==> config.mk <==
export PLATFORM = sky130hd
export DESIGN_NAME = ctov_mul
export DESIGN_NICKNAME = d
export VERILOG_FILES = /design/src/hw/rtl/ctov_pkg.sv /design/src/hw/rtl/ctov_mul.sv
export SDC_FILE = /design/constraint.sdc
export NUM_CORES = 2
export LEC_CHECK = 0
export ABC_AREA = 1
export BUFFER_PORTS_ARGS = -buffer_cell sky130_fd_sc_hd__buf_2
export CAP_MARGIN = 20
export CORE_ASPECT_RATIO = 1.2
export CORE_MARGIN = 1.5
export CORE_UTILIZATION = 56
export DETAILED_ROUTE_END_ITERATION = 7
export PLACE_DENSITY = 0.73
export SYNTH_ARGS = -nofsm -noshare
export SYNTH_HDL_FRONTEND = slang
export SYNTH_SLANG_ARGS = --single-unit
export TNS_END_PERCENT = 10
==> constraint.sdc <==
create_clock -name clk -period 13.83 [get_ports clk]
set_clock_uncertainty 0.15 [all_clocks]
set_input_delay 1.383 -clock clk [delete_from_list [all_inputs] [get_ports clk]]
set_output_delay 1.383 -clock clk [all_outputs]
set_load 0.005 [all_outputs]
==> src/hw/rtl/ctov_pkg.sv <==
`timescale 1ns / 1ps

package ctov_pkg;

  localparam int COORD_BITS_DEF = 18;
  localparam int RADIUS_W       = 16;
  localparam int R2_W           = 2 * RADIUS_W;
  localparam int DATA_W         = 32;
  localparam int PADDR_W        = 3;
  localparam int DIGIT_W        = 16;
  localparam int STAGES         = 6;

  localparam logic [RADIUS_W-1:0] RADIUS_RESET = 16'd1918;
  localparam logic [R2_W-1:0]     R2_RESET     = R2_W'(RADIUS_RESET) * R2_W'(RADIUS_RESET);

  // register index, taken from paddr above the byte offset
  localparam logic [PADDR_W-3:0] REG_RADIUS = '0;

  typedef struct packed {
    logic vhit;
    logic cr_pos;
    logic cr_neg;
    logic dot_ok;
  } edge_stat_t;

endpackage

==> src/hw/rtl/ctov_mul.sv <==
`timescale 1ns / 1ps

module ctov_mul #(
  parameter int AW = 32,
  parameter int BW = 32
) (
  input  logic             clk,
  input  logic             en_pp,
  input  logic             en_sum,
  input  logic [AW-1:0]    a,
  input  logic [BW-1:0]    b,
  output logic [AW+BW-1:0] p
);
  import ctov_pkg::*;

  localparam int ND  = (BW + DIGIT_W - 1) / DIGIT_W;
  localparam int PPW = AW + DIGIT_W;
  localparam int PW  = AW + BW;

  logic [ND*DIGIT_W-1:0] b_pad;
  logic [PPW-1:0]        pp_r   [ND];
  logic [PPW-1:0]        pp_nxt [ND];
  logic [PW-1:0]         p_r, p_nxt;

  // one partial product per 16-bit digit of b
  always_comb begin
    b_pad = (ND*DIGIT_W)'(b);
    for (int k = 0; k < ND; k++) begin
      pp_nxt[k] = PPW'(a) * PPW'(b_pad[k*DIGIT_W +: DIGIT_W]);
    end
  end

  always_ff @(posedge clk) begin
    if (en_pp) begin
      for (int k = 0; k < ND; k++) begin
        pp_r[k] <= pp_nxt[k];
      end
    end
  end

  always_comb begin
    p_nxt = '0;
    for (int k = 0; k < ND; k++) begin
      p_nxt = p_nxt + (PW'(pp_r[k]) << (k * DIGIT_W));
    end
  end

  always_ff @(posedge clk) begin
    if (en_sum) begin
      p_r <= p_nxt;
    end
  end

  assign p = p_r;

endmodule

==> results.py <==
metrics = {
    "global_routing": {
        "overflow": 0,
        "antenna_found_initial": 1,
        "grt_first_pass_wirelength_mm": 198,
        "grtUsageTotal_pct": 32.1,
        "grt_pass1_vias": 38400,
        "grt_max_degree": 65,
    },
    "floorplan": {
        "ios": 131,
        "dieWidth_um": 258,
        "rows": 112,
        "die-area_um2": 79800,
        "initial_core_util_pct": 56.4,
        "fp.dieH_um": 309,
        "core-area_um2": 77500,
    },
    "place": {
        "place_hpwl_mm": 97.6,
        "io_buffers": 130,
        "gp_congestion": 0.972,
    },
    "layout": {
        "num-fill-cells": 7176,
        "regArea_um2": 4800,
        "area_growth_pct": 4.50,
        "drive_gt1_share_pct": 4.49,
        "multi_input_area_um2": 31400,
        "final_net_count": 7112,
    },
    "sta": {
        "finalMaxSlewViolations": 0,
        "tns_ns": 0,
        "rsz0062_at_grt": "no",
        "fmax_mhz": 143,
        "hold_viol_final": 0,
        "period_minus_slack_ns": 6.99,
        "worst_pin_slew_ns": 0.935,
        "finalCritPeriodShare_pct": 50.6,
        "relSlewSlack_pct": 37.7,
        "setup_viol": 0,
    },
    "cts": {
        "tritoncts": "done",
        "worst_skew_pair.late_latency_ns": 0.50,
        "cts.path.max_buffers": 3,
        "htreeDepth": 4,
        "clkSinkCount": 160,
        "postCtsHoldBufs": 0,
        "postCtsSetupBuffers": 0,
        "post_cts_resized": 0,
        "clkTransAtPathRegs_ns": 0.06,
        "numCtsBuffers": 25,
        "cts_root_buffer": "clkbuf_16",
    },
    "route": {
        "wl_per_cell_um": 17.4,
        "dr.first_iter.drc_count": 2565,
        "drt-total-wl_mm": 121,
        "dr.pass1.iters": 5,
        "ant_nets": 0,
        "vias_per_cell": 5.16,
        "vias": 35900,
        "drc_errors": 0,
    },
    "synth": {
        "synth-async-reset-ratio_pct": 0,
        "synth_top_area_share_pct": 38.3,
        "seq_area_frac_synth_pct": 11.0,
        "synth_compound_area_share_pct": 1.22,
        "ys_types": 28,
        "synth_nets": 7142,
        "synth_area_leaders": "fa_1 38%, nand2_1 18%, inv_1 15%, edfxtp_1 11%, ha_1 7.8%",
        "synth_edf_count": 160,
        "ys_seq_elements": 160,
        "syn_area_per_cell_um2": 7.33,
        "synth.most_common_cell": "nand2_1",
        "ys_warn_count": 0,
        "synth_area_um2": 43700,
        "synth_common_cells": "2066 x nand2_1, 1804 x inv_1, 837 x fa_1, 272 x ha_1, 196 x nor2_1",
        "post_synth_and_or_nand_nor_area_fraction_pct": 22.8,
        "synthCells": 5966,
        "yosysTopAreaCell": "fa_1",
        "synth_mux_area_share_pct": 0,
        "synthXorXnorAreaFrac_pct": 1.60,
        "synth_top_family_by_area": "adder cells",
        "synth_flop_cell": "edfxtp_1",
        "synth_fa_ha_area_share_pct": 46.1,
    },
    "min_path": {
        "min_from": "pp_r[0][14]$_DFFE_PP_",
        "min_to": "p[14]$_DFFE_PP_",
        "hold_path_depth": 0,
        "hold_path.class": "reg2reg",
    },
    "setup_path": {
        "cp.arrival_ns": 7.10,
        "reg2reg_depth": 8,
        "cp_max_fo": 32,
        "r2r-end": "p[35]$_DFFE_PP_",
        "crit_required_ns": 13.94,
        "r2r_start": "pp_r[0][33]$_DFFE_PP_",
        "criticalPathCategory": "in2reg",
        "crit_path_max_incr_delay_ns": 0.70,
        "start_kind": "primary input",
        "cp.buffers_inverters": 4,
        "crit_chain": "buf_2, nand2_1, fa_1, inv_1, fa_1, fa_1, fa_1, fa_1, inv_1, fa_1, inv_1, ha_1, nand2_1, nor2_1, nand2_1, nor2_1, nand2_1, nand3_2, xor2_1",
        "reg2reg_slack_ns": 11.30,
        "crit_family": "adder cells",
        "cp.depth": 19,
        "cp-end-kind": "flip-flop",
        "critPathSlowestCell": "buf_2",
        "critical_path.most_common_cell": "fa_1",
    },
    "status": {
        "status": "complete, no violations",
    },
    "flow_run": {
        "drv_cap": 0,
    },
}
## metrics by stage
step	setup slack, ns	instances	cell area [µm²]	utilization (%)	hold WS (ns)
2_1_floorplan	7.39	5966	43700	-	0.250
3_3_place_gp	6.38	6935	45000	58.0	0.251
3_5_place_dp	6.41	6935	45000	58.0	0.255
4_1_cts	6.91	6968	45700	59.0	0.247
5_1_grt	6.59	6969	45700	59.0	0.245
6_report	6.84	6969	45700	59.0	0.246
## cell type report
class,instances,area share (%)
Tap cell,1026,2.81
Inverter,1824,15.0
Sequential cell,160,10.5
Clock buffer,27,1.39
Timing Repair Buffer,135,1.51
Clock inverter,6,0.175
Antenna cell,1,0.00548
Multi-Input combinational cell,3790,68.6
## routing by layer
| metal | part of all wire, % | wire length (µm) | GRT usage (%) | up-vias |
|---|---|---|---|---|
| met2 | 47 | 57600 | 54.1 | 1582 |
| met4 | 5.9 | 7170 | 17.7 | 0 |
| met1 | 39 | 47200 | 39.8 | 17300 |
| met3 | 7.8 | 9490 | 4.66 | 376 |
| li1 | - | - | - | 16600 |
| met5 | 0 | 0 | 0 | - |
## worst max path at each step
stage | start | endpoint | slack, ns
after detailed placement | a[9] | pp_r[0][24]$_DFFE_PP_ | 6.41
after CTS | a[9] | pp_r[0][24]$_DFFE_PP_ | 6.91
after floorplan | a[29] | pp_r[0][42]$_DFFE_PP_ | 7.39
final | a[9] | pp_r[0][24]$_DFFE_PP_ | 6.84
after global placement | a[9] | pp_r[0][24]$_DFFE_PP_ | 6.38
after global routing | a[26] | pp_r[0][47]$_DFFE_PP_ | 6.59
## sequential cells by signal, summed over array words and instances, names as in the netlist
register  cells
pp_r         96
p            64
## cell families after synthesis
family          count (synthesis)
compound gates                 99
xor+xnor                       80
fa+ha+maj                    1109
buf+inv                      2016
flops                         160
simple gates                 2502
## layout by cell type, fill, tap and decap left out
master and instances:
a21o_1 1, a21oi_1 75, a31oi_1 8, and2_1 3, buf_2 129, buf_4 6, bufinv_16 2, clkbuf_1 2
clkbuf_16 25, clkinv_1 2, clkinv_2 1, clkinvlp_4 1, diode_2 1, edfxtp_1 160, fa_1 837, ha_1 272
inv_1 1804, inv_2 20, nand2_1 2066, nand2_2 13, nand3_1 113, nand3_2 23, nand3b_1 2, nand4_1 20
nor2_1 196, nor2_2 39, nor2_4 6, nor3_1 12, nor3_2 1, nor4_1 5, o21ai_0 4, o21bai_1 11
or2_1 2, or2_2 1, xnor2_1 13, xor2_1 67
Power is not shown: default switching activity piles up to over one toggle a cycle in this logic, so the estimate is an artifact.
